File: config.mk
export PLATFORM = sky130hd
export DESIGN_NAME = fir_lowpass_16tap_core
export DESIGN_NICKNAME = d
export VERILOG_FILES = /design/src/sv/firlp_pkg.sv /design/src/sv/fir_lowpass_16tap_core.sv /design/src/sv/firlp_delay_line.sv /design/src/sv/firlp_da_mac.sv
export SDC_FILE = /design/constraint.sdc
export NUM_CORES = 1
export LEC_CHECK = 0
export BUFFER_PORTS_ARGS = -buffer_cell sky130_fd_sc_hd__buf_2
export CAP_MARGIN = 20
export CORE_ASPECT_RATIO = 0.6
export CORE_MARGIN = 4
export CORE_UTILIZATION = 30
export CTS_BUF_LIST = sky130_fd_sc_hd__clkbuf_8
export DETAILED_ROUTE_END_ITERATION = 10
export HOLD_SLACK_MARGIN = 0.08
export PLACE_DENSITY_LB_ADDON = 0.05
export SLEW_MARGIN = 10
export SYNTH_ARGS = -nofsm -noshare
export SYNTH_HDL_FRONTEND = slang
export SYNTH_SLANG_ARGS = --single-unit
File: constraint.sdc
create_clock -name clk -period 8.7 [get_ports clk]
set_clock_uncertainty 0.1 [all_clocks]
set_input_delay 1.74 -clock clk [delete_from_list [all_inputs] [get_ports clk]]
set_output_delay 1.74 -clock clk [all_outputs]
set_load 0.02 [all_outputs]
File: src/sv/firlp_pkg.sv
// Shared types, constants and coefficient lookup for the 16-tap low-pass FIR.
package firlp_pkg;

  // Filter geometry
  localparam int TAPS       = 16;
  localparam int SAMPLE_W   = 16;
  localparam int GROUP_TAPS = 4;
  localparam int GROUPS     = TAPS / GROUP_TAPS;
  localparam int BIT_CNT_W  = $clog2(SAMPLE_W);

  // Arithmetic widths: a group sum of four coefficients fits 16 bits signed,
  // the sum of all sixteen fits 17, the full accumulation fits 32.
  localparam int COEF_W    = 16;
  localparam int LUT_W     = 16;
  localparam int SUM_W     = 17;
  localparam int ACC_W     = 32;
  localparam int FRAC_BITS = 15;
  localparam int Y_W       = ACC_W - FRAC_BITS;

  // Q1.15 coefficients, index 0 weights the newest sample
  localparam logic signed [COEF_W-1:0] COEF [TAPS] = '{
    -16'sd28,  -16'sd153,  -16'sd377, -16'sd452,
     16'sd178,  16'sd1924,  16'sd4509, 16'sd6892,
     16'sd7864, 16'sd6892,  16'sd4509, 16'sd1924,
     16'sd178, -16'sd452,  -16'sd377, -16'sd153
  };

  // Sequencer states
  typedef enum logic [1:0] {
    ST_IDLE,
    ST_RUN,
    ST_HOLD
  } state_t;

  // Control from the sequencer to the datapath
  typedef struct packed {
    logic load;    // shift a new sample into the delay line
    logic rotate;  // rotate every tap left by one bit
    logic first;   // first (sign) bit slice of a pass
    logic step;    // accumulate one bit slice
  } ctrl_t;

  // Sum of the coefficients of one group of four taps selected by bits
  function automatic logic signed [LUT_W-1:0] group_sum(
    input int unsigned g,
    input logic [GROUP_TAPS-1:0] bits
  );
    logic signed [LUT_W-1:0] acc;
    acc = '0;
    for (int j = 0; j < GROUP_TAPS; j++) begin
      if (bits[j]) begin
        acc = acc + LUT_W'(COEF[g * GROUP_TAPS + j]);
      end
    end
    return acc;
  endfunction

endpackage

File: src/sv/fir_lowpass_16tap_core.sv
// Top level of the 16-tap low-pass FIR: sequencer, datapath and output register.
//
// Each accepted sample enters a 16-tap delay line; the block then returns one
// filtered sample, the Q1.15 coefficient sum rounded (halves upward), shifted
// right by 15 and saturated to 16 bits. The products are formed by bit-serial
// distributed arithmetic: one bit of every tap per cycle, most significant
// first, through four 16-entry coefficient tables. A result is registered after
// sixteen bit slices and a round-and-store step, which waits until the output
// register is free; the next sample is accepted in the cycle after the result
// is registered, even while that result waits downstream, so no sample is
// taken while the previous one is still being filtered. Reset clears the delay
// line to zeros.
module fir_lowpass_16tap_core (
  input  logic                           clk,
  input  logic                           rst,
  input  logic                           s_tvalid,
  output logic                           s_tready,
  input  logic [firlp_pkg::SAMPLE_W-1:0] s_tdata,   // [15:0] sample
  output logic                           m_tvalid,
  input  logic                           m_tready,
  output logic [firlp_pkg::SAMPLE_W-1:0] m_tdata    // [15:0] filtered
);
  import firlp_pkg::*;

  state_t                  state, state_next;
  logic [BIT_CNT_W-1:0]    count, count_next;
  ctrl_t                   ctrl;
  logic                    out_load;
  logic [TAPS-1:0]         column;
  logic signed [ACC_W-1:0] acc;
  logic signed [ACC_W-1:0] rounded;
  logic signed [Y_W-1:0]   shifted;
  logic [SAMPLE_W-1:0]     saturated;

  localparam logic signed [ACC_W-1:0] HALF_LSB = ACC_W'(1) <<< (FRAC_BITS - 1);
  localparam logic [BIT_CNT_W-1:0]    LAST_BIT = BIT_CNT_W'(SAMPLE_W - 1);

  firlp_delay_line u_delay (
    .clk    (clk),
    .rst    (rst),
    .ctrl   (ctrl),
    .sample (s_tdata),
    .column (column)
  );

  firlp_da_mac u_mac (
    .clk    (clk),
    .ctrl   (ctrl),
    .column (column),
    .acc    (acc)
  );

  // State and bit counter registers
  always_ff @(posedge clk) begin
    if (rst) begin
      state <= ST_IDLE;
      count <= '0;
    end else begin
      state <= state_next;
      count <= count_next;
    end
  end

  // Next state and datapath control
  always_comb begin
    state_next  = state;
    count_next  = count;
    ctrl        = '0;
    out_load    = 1'b0;
    s_tready    = 1'b0;
    unique case (state)
      ST_IDLE: begin
        s_tready = 1'b1;
        if (s_tvalid) begin
          ctrl.load  = 1'b1;
          count_next = '0;
          state_next = ST_RUN;
        end
      end
      ST_RUN: begin
        ctrl.step   = 1'b1;
        ctrl.rotate = 1'b1;
        ctrl.first  = (count == '0);
        count_next  = count + 1'b1;
        if (count == LAST_BIT) begin
          state_next = ST_HOLD;
        end
      end
      ST_HOLD: begin
        if (!m_tvalid || m_tready) begin
          out_load   = 1'b1;
          state_next = ST_IDLE;
        end
      end
      default: begin
        state_next = ST_IDLE;
      end
    endcase
  end

  // Round half upward, drop fraction bits, saturate to the sample range
  always_comb begin
    rounded = acc + HALF_LSB;
    shifted = Y_W'(rounded >>> FRAC_BITS);
    if (shifted[Y_W-1] != shifted[SAMPLE_W-1]) begin
      saturated = {shifted[Y_W-1], {(SAMPLE_W-1){~shifted[Y_W-1]}}};
    end else begin
      saturated = shifted[SAMPLE_W-1:0];
    end
  end

  // Output valid: set on a new result, clear once the transaction completes
  always_ff @(posedge clk) begin
    if (rst) begin
      m_tvalid <= 1'b0;
    end else if (out_load) begin
      m_tvalid <= 1'b1;
    end else if (m_tready) begin
      m_tvalid <= 1'b0;
    end
  end

  // Hold the result until taken
  always_ff @(posedge clk) begin
    if (out_load) begin
      m_tdata <= saturated;
    end
  end

endmodule

File: src/sv/firlp_delay_line.sv
// Sample delay line held as rotating shift registers, one bit column a cycle.
module firlp_delay_line (
  input  logic                           clk,
  input  logic                           rst,
  input  firlp_pkg::ctrl_t               ctrl,
  input  logic [firlp_pkg::SAMPLE_W-1:0] sample,
  output logic [firlp_pkg::TAPS-1:0]     column
);
  import firlp_pkg::*;

  logic [SAMPLE_W-1:0] taps [TAPS];

  // Shift in a new sample, or rotate every tap left to expose the next bit
  always_ff @(posedge clk) begin
    if (rst) begin
      for (int i = 0; i < TAPS; i++) begin
        taps[i] <= '0;
      end
    end else if (ctrl.load) begin
      taps[0] <= sample;
      for (int i = 1; i < TAPS; i++) begin
        taps[i] <= taps[i-1];
      end
    end else if (ctrl.rotate) begin
      for (int i = 0; i < TAPS; i++) begin
        taps[i] <= {taps[i][SAMPLE_W-2:0], taps[i][SAMPLE_W-1]};
      end
    end
  end

  // Present the current most significant bit of every tap
  always_comb begin
    for (int i = 0; i < TAPS; i++) begin
      column[i] = taps[i][SAMPLE_W-1];
    end
  end

endmodule

File: src/sv/firlp_da_mac.sv
// Bit-serial distributed-arithmetic accumulator: coefficient tables and shift-add.
module firlp_da_mac (
  input  logic                               clk,
  input  firlp_pkg::ctrl_t                   ctrl,
  input  logic [firlp_pkg::TAPS-1:0]         column,
  output logic signed [firlp_pkg::ACC_W-1:0] acc
);
  import firlp_pkg::*;

  logic signed [LUT_W-1:0] part [GROUPS];
  logic signed [SUM_W-1:0] slice_sum;
  logic signed [ACC_W-1:0] acc_next;

  // Look up each group of four taps and add the group sums
  always_comb begin
    slice_sum = '0;
    for (int g = 0; g < GROUPS; g++) begin
      part[g]   = group_sum(g, column[g*GROUP_TAPS +: GROUP_TAPS]);
      slice_sum = slice_sum + SUM_W'(part[g]);
    end
  end

  // Sign slice is subtracted; later slices double and add
  always_comb begin
    if (ctrl.first) begin
      acc_next = -ACC_W'(slice_sum);
    end else begin
      acc_next = (acc <<< 1) + ACC_W'(slice_sum);
    end
  end

  always_ff @(posedge clk) begin
    if (ctrl.step) begin
      acc <= acc_next;
    end
  end

endmodule
Word level (Yosys, flattened, before mapping)
Memories as Yosys holds them, arrays and structs flattened.
Index checks and enable logic that the tools add are counted.
Widths: inputs -> output; s select.

cells by class
  add/subtract/negate cells = 19
  equality and inequality tests = 7
  muxes and demuxes = 73
  bitwise logic cells = 33
  reductions and logical operators = 8

operators with widths
  cell                    count
  $mux 16                 46
  $add 16x10->16 const B  3
  $add 16x14->16 const B  3
  $add 17x16->17          2
  $add 16x9->16 const B   2
  $add 32x16->32 const B  1
  $add 32x17->32          1
  $mux 32                 1
  $neg 17->32             1
  $or 1x1->1              32
  $add 16x16->17          1
  $add 16x12->16 const B  1
  $mux 1                  16
  $mux 8                  2
  $add 13x13->14 const B  1
  $mux 13                 1
  $add 8x11->12 const B   1
  $add 9x10->11 const B   1
  $pmux 4 s2              1
  $mux 2                  3
  $ne 2x2->1 const B      3
  $pmux 2 s3              1
  $add 4x1->4 const B     1
  $eq 4x4->1 const B      1
  13 further kinds        14

storage, ports and cells
  bits in registers = 55
  RAM bits = 256
  output and inout port bits = 18
  memories = 1

memory list
  memory        words  width  read ports  clocked after memory_dff  wr ports  line                    source
  u_delay.taps  16     16     16          0                         16        firlp_delay_line.sv:11  logic [SAMPLE_W-1:0] taps [TAPS];

Longest topological paths before layout
Gate-level depths: netlist of the first run.
An unclocked memory read counts as a cell.

  depth after elaboration = 13
  depth in mapped cells = 34
  mapped depth without buffers = 31

Hierarchy
Synthesis of the first run repeated with hierarchy kept, for this count alone.

unflattened totals
  cell total of the unflattened synthesis = 1753
  area total of the unflattened synthesis = 20099.3 µm²

modules (own cells, without submodules)
  module                  instances  cells each  area an instance (µm²)  sequential area each (µm²)
  firlp_delay_line        1          733         11636.2                 7687.4
  firlp_da_mac            1          825         6680.2                  960.9
  fir_lowpass_16tap_core  1          195         1783.0                  620.6

Worst setup path before layout of the first run
No wires, ideal clock.

  kind = register to register
  from = mem u_delay.taps[9][15] (netlist: u_delay.taps[0][159])
  to = reg u_mac.acc[27] (netlist name), data pin
  library setup time = 0.274 ns
  data arrival time = 7.612 ns
  data required time = 8.326 ns
  setup slack = 0.714 ns
  stages on the path, launching flop included = 33
  buffers on the path = 3
  clock period less this slack = 7.986 ns
  cell sequence = edfxtp_1 -> inv_1 -> ha_1 -> buf_1 -> xnor2_1 -> ha_1 -> a31o_2 -> a221oi_1 -> nor2b_1 -> inv_1 -> o21ai_0 -> mux2i_1 -> a32o_1 -> fa_1 -> inv_1 -> fa_1 -> inv_1 -> ha_1 -> clkbuf_1 -> o21ai_0 -> nand2b_1 -> and3_1 -> or2_0 -> ha_1 -> clkbuf_1 -> a211oi_1 -> o21bai_1 -> a221o_1 -> a221o_1 -> a21o_1 -> a41oi_1 -> xor2_1 -> o21ai_1

RTL lines
  what                    line                    source
  start: declaration      firlp_delay_line.sv:11
  end signal: assignment  firlp_da_mac.sv:34      acc <= acc_next;
  end: declaration        firlp_da_mac.sv:6       output logic signed [firlp_pkg::ACC_W-1:0] acc

==> out/metrics.yaml, run 1 <==
routing:
  route.vias.total: 13422
  drc: 0
  wl_mm: 50.33
  ant_nets: 0
  dr.pass1.iters: 5
  drtIter0Drc: 1064
  vias_per_cell: 5.067
  wl_per_cell_um: 19.00
sta:
  period_share: 0.9446
  fmax_mhz: 121.7
  hold_viol: 0
  tns_ns: 0
  slew_viol_final: 0
  rsz0062_at_grt: "no"
  fin_worst_hold_slack_ns: 0.4405
  setup_violations: 0
  relSlewSlack: 0.3398
  fin_crit_ns: 8.218
  worst_pin_slew_ns: 0.9904
global_route:
  antenna_found_initial: 0
  use_met1: 0.2602
  grt_use_met3: 0.02755
  grt-busiest-layer: "met1"
  grt_first_pass_wirelength_mm: 78.72
  grt_max_degree: 90
  grtUsageTotal: 0.1492
  gr-usage-met2: 0.1794
  grt_overflow: 0
  grt_pass1_vias: 13115
floorplan:
  num_rows: 70
  initial_core_util: 0.3057
  die_y_um: 201.9
  design.core.area_mm2: 0.06148
  dieArea_mm2: 0.06684
  ios: 38
  chipWidth_um: 331.1
setup_path:
  r2r_setup_slack_ns: 0.48
  r2r_end: "u_mac.acc[27]"
  cp_slowest_cell: "fa_1"
  startpoint_type: "register"
  critPathRequiredTime_ns: 8.95
  crit-reg2reg-launch: "u_delay.taps[0][143]"
  rr_worst_depth: 30
  crit_type: "register to register"
  crit_top_cell: "ha_1"
  cp_max_fo: 12
  critPathMaxStageDelay_ns: 0.56
  cp-end-kind: "register"
  arrival_ns: 8.47
yosys:
  synth_fa_ha_area_frac: 0.09228
  async_flop_share: 0
  syn_nets: 1907
  synth-xor-area-share: 0.04973
  yosysTopAreaCellShare: 0.4858
  synth_common_cells: "edfxtp_1 (304), nand2_1 (274), a21oi_1 (165)"
  synth-compound-area-share: 0.1977
  synthFlopType: "edfxtp_1"
  synthTopCellsByArea: "edfxtp_1 (49%), a22o_1 (7.5%), ha_1 (5.9%)"
  netlist_area_mm2: 0.01879
  synthCells: 1767
  ys_seq_area_frac: 0.4932
  synth_edf_count: 304
  postSynthAreaPerCell_um2: 10.64
  synthSimpleGateAreaFrac: 0.1179
  yosysTopAreaCell: "edfxtp_1"
  synth.most_common_cell: "edfxtp_1"
  synth_mux_area_frac: 0.01005
  synthDistinctLibCells: 83
  ys.warnings.count: 0
  synth_top_family_by_area: "compound AO/OA/AOI/OAI gates"
  ys_ff_latch: 311
run:
  maxCapViolCount: 0
min_path:
  min_path_type: "register to register"
  min-delay-start: "m_tvalid"
  hold_path_depth: 2
  hold_end: "m_tvalid"
finish:
  num-fill-cells: 6320
  seqCellArea_mm2: 0.009269
  final_nets: 1922
  syn2layout_area_growth_pct: 10.75
  n_antenna_cell: 0
  multi_input_area_mm2: 0.008846
  layout-drive-gt1-share: 0.09061
  fin_cells: 2649
clocking:
  clk_pin_slew_ns: 0.07
  clock-sinks: 311
  cts_buffers: 52
  postCtsHoldBufs: 0
  clockBufferDepth: 3
  cts_tree: "built"
  clk_latency_ns: 0.64
  cts_root_buffer: "clkbuf_8"
  h-tree-depth: 2
placed_design:
  io_buffer_count: 37
  gp_congestion: 0.8497
  dp_cells: 2551
  hpwl_mm: 34.15
status:
  outcome: "complete, no violations"
-- through the flow --
step | utilization | setup WS, ns | area [µm²]
after floorplan | - | 0.7140 | 18790
after global placement | 0.3226 | 0.3859 | 19840
after detailed placement | 0.3226 | 0.1756 | 19840
after CTS | 0.3375 | 0.1428 | 20750
after global routing | 0.3385 | 0.009050 | 20810
final | 0.3385 | 0.4817 | 20810
-- cell families after synthesis --
family,after synthesis
AOI/OAI and AO/OA,535
and+or+nand+nor,488
DFF,311
buffers and inverters,190
adders and majority gates,120
xor gates and xnor gates,105
muxes,18
-- layer usage --
metal  up-vias  routed length (µm)  share of wire
met5         -                   0              0
met4         0                 813          0.016
met3        61                2367          0.047
met2       228               17900           0.36
met1      6571               29250           0.58
li1       6562                   -              -
-- final cells by class --
cell class	instances	share of cell area
Sequential cell	311	0.4453
Timing Repair Buffer	70	0.02128
Clock inverter	41	0.009498
Clock buffer	52	0.03439
Tap cell	828	0.04977
Multi-Input combinational cell	1266	0.4250
Inverter	81	0.01473
-- registers in the layout, summed over array words and instances, names as in the netlist --
name / flops
u_delay.taps: 256
u_mac.acc: 32
m_tdata: 16
count: 4
state: 2
m_tvalid: 1
-- placed cells by master (no fill, tap or decap), drive strengths merged, types with 5 or more instances in the layout --
cell      n
dfxtp     7
xor2     33
o21bai   10
a22o    160
a31oi    11
nand4    11
inv     104
a22oi     5
and4      6
a211oi   17
a221o     5
or2       8
o21a      7
nor3     15
or3       5
o31ai     7
a21oi   165
o211ai    7
xnor2    71
mux2      7
and3     14
ha       89
clkbuf   53
nand2   274
and2      7
o21ai    88
mux2i    11
nand2b   17
buf      69
nand3    26
nor2     72
clkinv   16
edfxtp  304
nor2b    13
or4       5
a21o     13
fa       31
-- critical path, delay by kind of cell, from the launching register on --
kind | cells | cell delay (ns)
simple gates | 5 | 0.97
flops | 1 | 0.51
compound gates | 15 | 3.39
buf+inv | 4 | 0.61
fa+ha+maj | 5 | 2.19
xor+xnor | 1 | 0.16
-- worst max-delay path by stage --
stage | from | end | slack, ns | cells past startpoint
after global placement | u_delay.taps[0][159] | u_mac.acc[27] | 0.39 | 27
after floorplan | u_delay.taps[0][159] | u_mac.acc[27] | 0.71 | 32
final | u_delay.taps[0][143] | u_mac.acc[27] | 0.48 | 30
after CTS | u_delay.taps[0][159] | u_mac.acc[27] | 0.14 | 27
after detailed placement | u_delay.taps[0][159] | u_mac.acc[27] | 0.18 | 27
after global routing | u_delay.taps[0][143] | u_mac.acc[30] | 0.009 | 31
-- repair_timing --
action,CTS,global route
endpoints found under the setup margin,0,10
setup buffers,0,3
gates resized for setup,0,5
Power of run 1 is left out: the tool's default activity adds up to more than one toggle a clock period on the data nets, which glitch-free logic cannot reach.
==> run 2, diff against run 1 <==
CORE_MARGIN = 5   (was 4)
==> run 2 against run 1 <==
  * Utilization decreased by 0.47 points
  * Sequential cell count unchanged
  * First-iteration DRC count decreased by 3.1%
==> out/metrics.yaml, run 2 (synthesis results as in run 1) <==
status:
  outcome: "complete, no violations"
clocking:
  clock-sinks: 311  # unchanged
  clk_latency_ns: 0.67  # +0.03 ns
  cts_tree: "built"
  cts_buffers: 52  # unchanged
  clockBufferDepth: 3  # unchanged
  cts_root_buffer: "clkbuf_8"
  clk_pin_slew_ns: 0.06  # about the same
  h-tree-depth: 2  # unchanged
  postCtsHoldBufs: 0  # unchanged
global_route:
  grt_pass1_vias: 13253  # +1.1%
  antenna_found_initial: 0  # unchanged
  grt_max_degree: 161  # +79%
  grtUsageTotal: 0.1510  # +0.001855
  grt_overflow: 0  # unchanged
  grt_first_pass_wirelength_mm: 80.81  # +2.6%
routing:
  route.met2.wl_mm: 17.94  # +0.22%
  routed.top_layer: "met4"
  wl_per_cell_um: 19.41  # +2.2%
  met1_length_mm: 30.25  # +3.4%
  vias_per_cell: 5.073  # +0.12%
  drtIter0Drc: 1031  # -3.1%
  ant_nets: 0  # unchanged
  route.vias.total: 13468  # +0.34%
  drc: 0  # unchanged
  met3_length_mm: 2.533  # +7.0%
  wl_mm: 51.55  # +2.4%
  dr.pass1.iters: 5  # unchanged
setup_path:
  crit_type: "register to register"
  cp_slowest_cell: "fa_1"
  critPathMaxStageDelay_ns: 0.55  # about the same
  crit_family: "compound AO/OA/AOI/OAI gates"
  r2r_setup_slack_ns: 0.48  # about the same
  startpoint_type: "register"
  arrival_ns: 8.48  # about the same
  critPathRequiredTime_ns: 8.96  # about the same
  cp_max_fo: 10  # -2
  cp.buffers_inverters: 3  # -1
  cp-end-kind: "register"
finish:
  top_regs: "u_delay.taps: 256 flops, u_mac.acc: 32 flops, m_tdata: 16 flops"
  top_register: "u_delay.taps"
  final_common_cell: "edfxtp_1"
  design_area_mm2: 0.02082  # about the same
  largest_reg_flops: 256  # unchanged
  syn2layout_area_growth_pct: 10.77  # about the same
  final_nets: 1917  # -0.26%
  layout-drive-gt1-share: 0.09416  # +0.003553
  mostFrequentLayoutCells: "edfxtp_1 (304), nand2_1 (273), a21oi_1 (165)"
  n_antenna_cell: 0  # unchanged
sta:
  worst_pin_slew_ns: 1.149  # +0.1584 ns
  hold_viol: 0  # unchanged
  fmax_mhz: 121.6  # about the same
  tns_ns: 0  # unchanged
  period_share: 0.9451  # about the same
  fin_crit_ns: 8.222  # +0.003730 ns
  setup_violations: 0  # unchanged
  relSlewSlack: 0.2242  # -0.1156
  slew_viol_final: 0  # unchanged
placed_design:
  hpwl_mm: 34.97  # +2.4%
  io_buffer_count: 37  # unchanged
  gp_congestion: 0.8713  # +2.5%
  place_area_mm2: 0.01984  # about the same
floorplan:
  dieArea_mm2: 0.06791  # +1.6%
  num_rows: 71  # +1.4%
  design.core.area_mm2: 0.06236  # +1.4%
  initial_core_util: 0.3014  # -0.004305
  die_y_um: 203.9  # +0.99%
  ios: 38  # unchanged
  chipWidth_um: 333.1  # +0.60%
run:
  maxCapViolCount: 0  # unchanged
min_path:
  min_path_type: "register to register"
[run 2: cell count changes in the layout (fill, tap and decap cells not counted), moves of 2 or more]
cell | previous run | this run
clkinv_2 | 1 | 10
buf_4 | 32 | 28
clkinv_1 | 15 | 17
inv_1 | 101 | 89
[run 2: what timing repair did]
action	in CTS	in global routing
resized for setup	0	5
setup endpoints to repair	0	11
setup buffers	0	3
[run 2: worst reg2reg max path, delay by kind of cell, from the launching register on]
family / cells / cell delay, ns
xor gates and xnor gates: 2 / 0.28
and+or+nand+nor: 2 / 0.42
buffers and inverters: 3 / 0.49
DFF: 1 / 0.52
adders and majority gates: 5 / 2.33
AOI/OAI and AO/OA: 17 / 3.82
[run 2: path summary, 6_finish.rpt]
kind,to,cells after the start,start
max,u_mac.acc[27],29,u_delay.taps[0][159]
min,count[1],2,count[1]
max reg2reg,u_mac.acc[27],29,u_delay.taps[0][159]
min reg2reg,count[1],2,count[1]
[run 2: routing by layer]
metal	vias up	global-route usage
met5	-	0
met4	0	0.03459
met3	57	0.03166
met2	244	0.1817
met1	6621	0.2612
li1	6546	-
[run 2: area by class of cell]
class | instances | area (µm²)
Fill cell | 6389 | 41540
Sequential cell | 311 | 9269
Multi-Input combinational cell | 1266 | 8853
Tap cell | 839 | 1050
Clock buffer | 52 | 715.7
Timing Repair Buffer | 65 | 410.4
Inverter | 81 | 306.5
Clock inverter | 41 | 212.7
[run 2: per-stage QoR]
step           instances    util  hold WS [ns]  worst slack [ns]
6_report            2655  0.3338        0.4384            0.4779
3_3_place_gp        2559  0.3182        0.4063            0.4437
4_1_cts             2652  0.3331        0.4403            0.3294
2_1_floorplan       1767       -        0.3860            0.7140
3_5_place_dp        2559  0.3182        0.4296            0.3691
5_1_grt             2655  0.3338        0.4643         -0.009751
Power of run 2 is left out for the same reason.
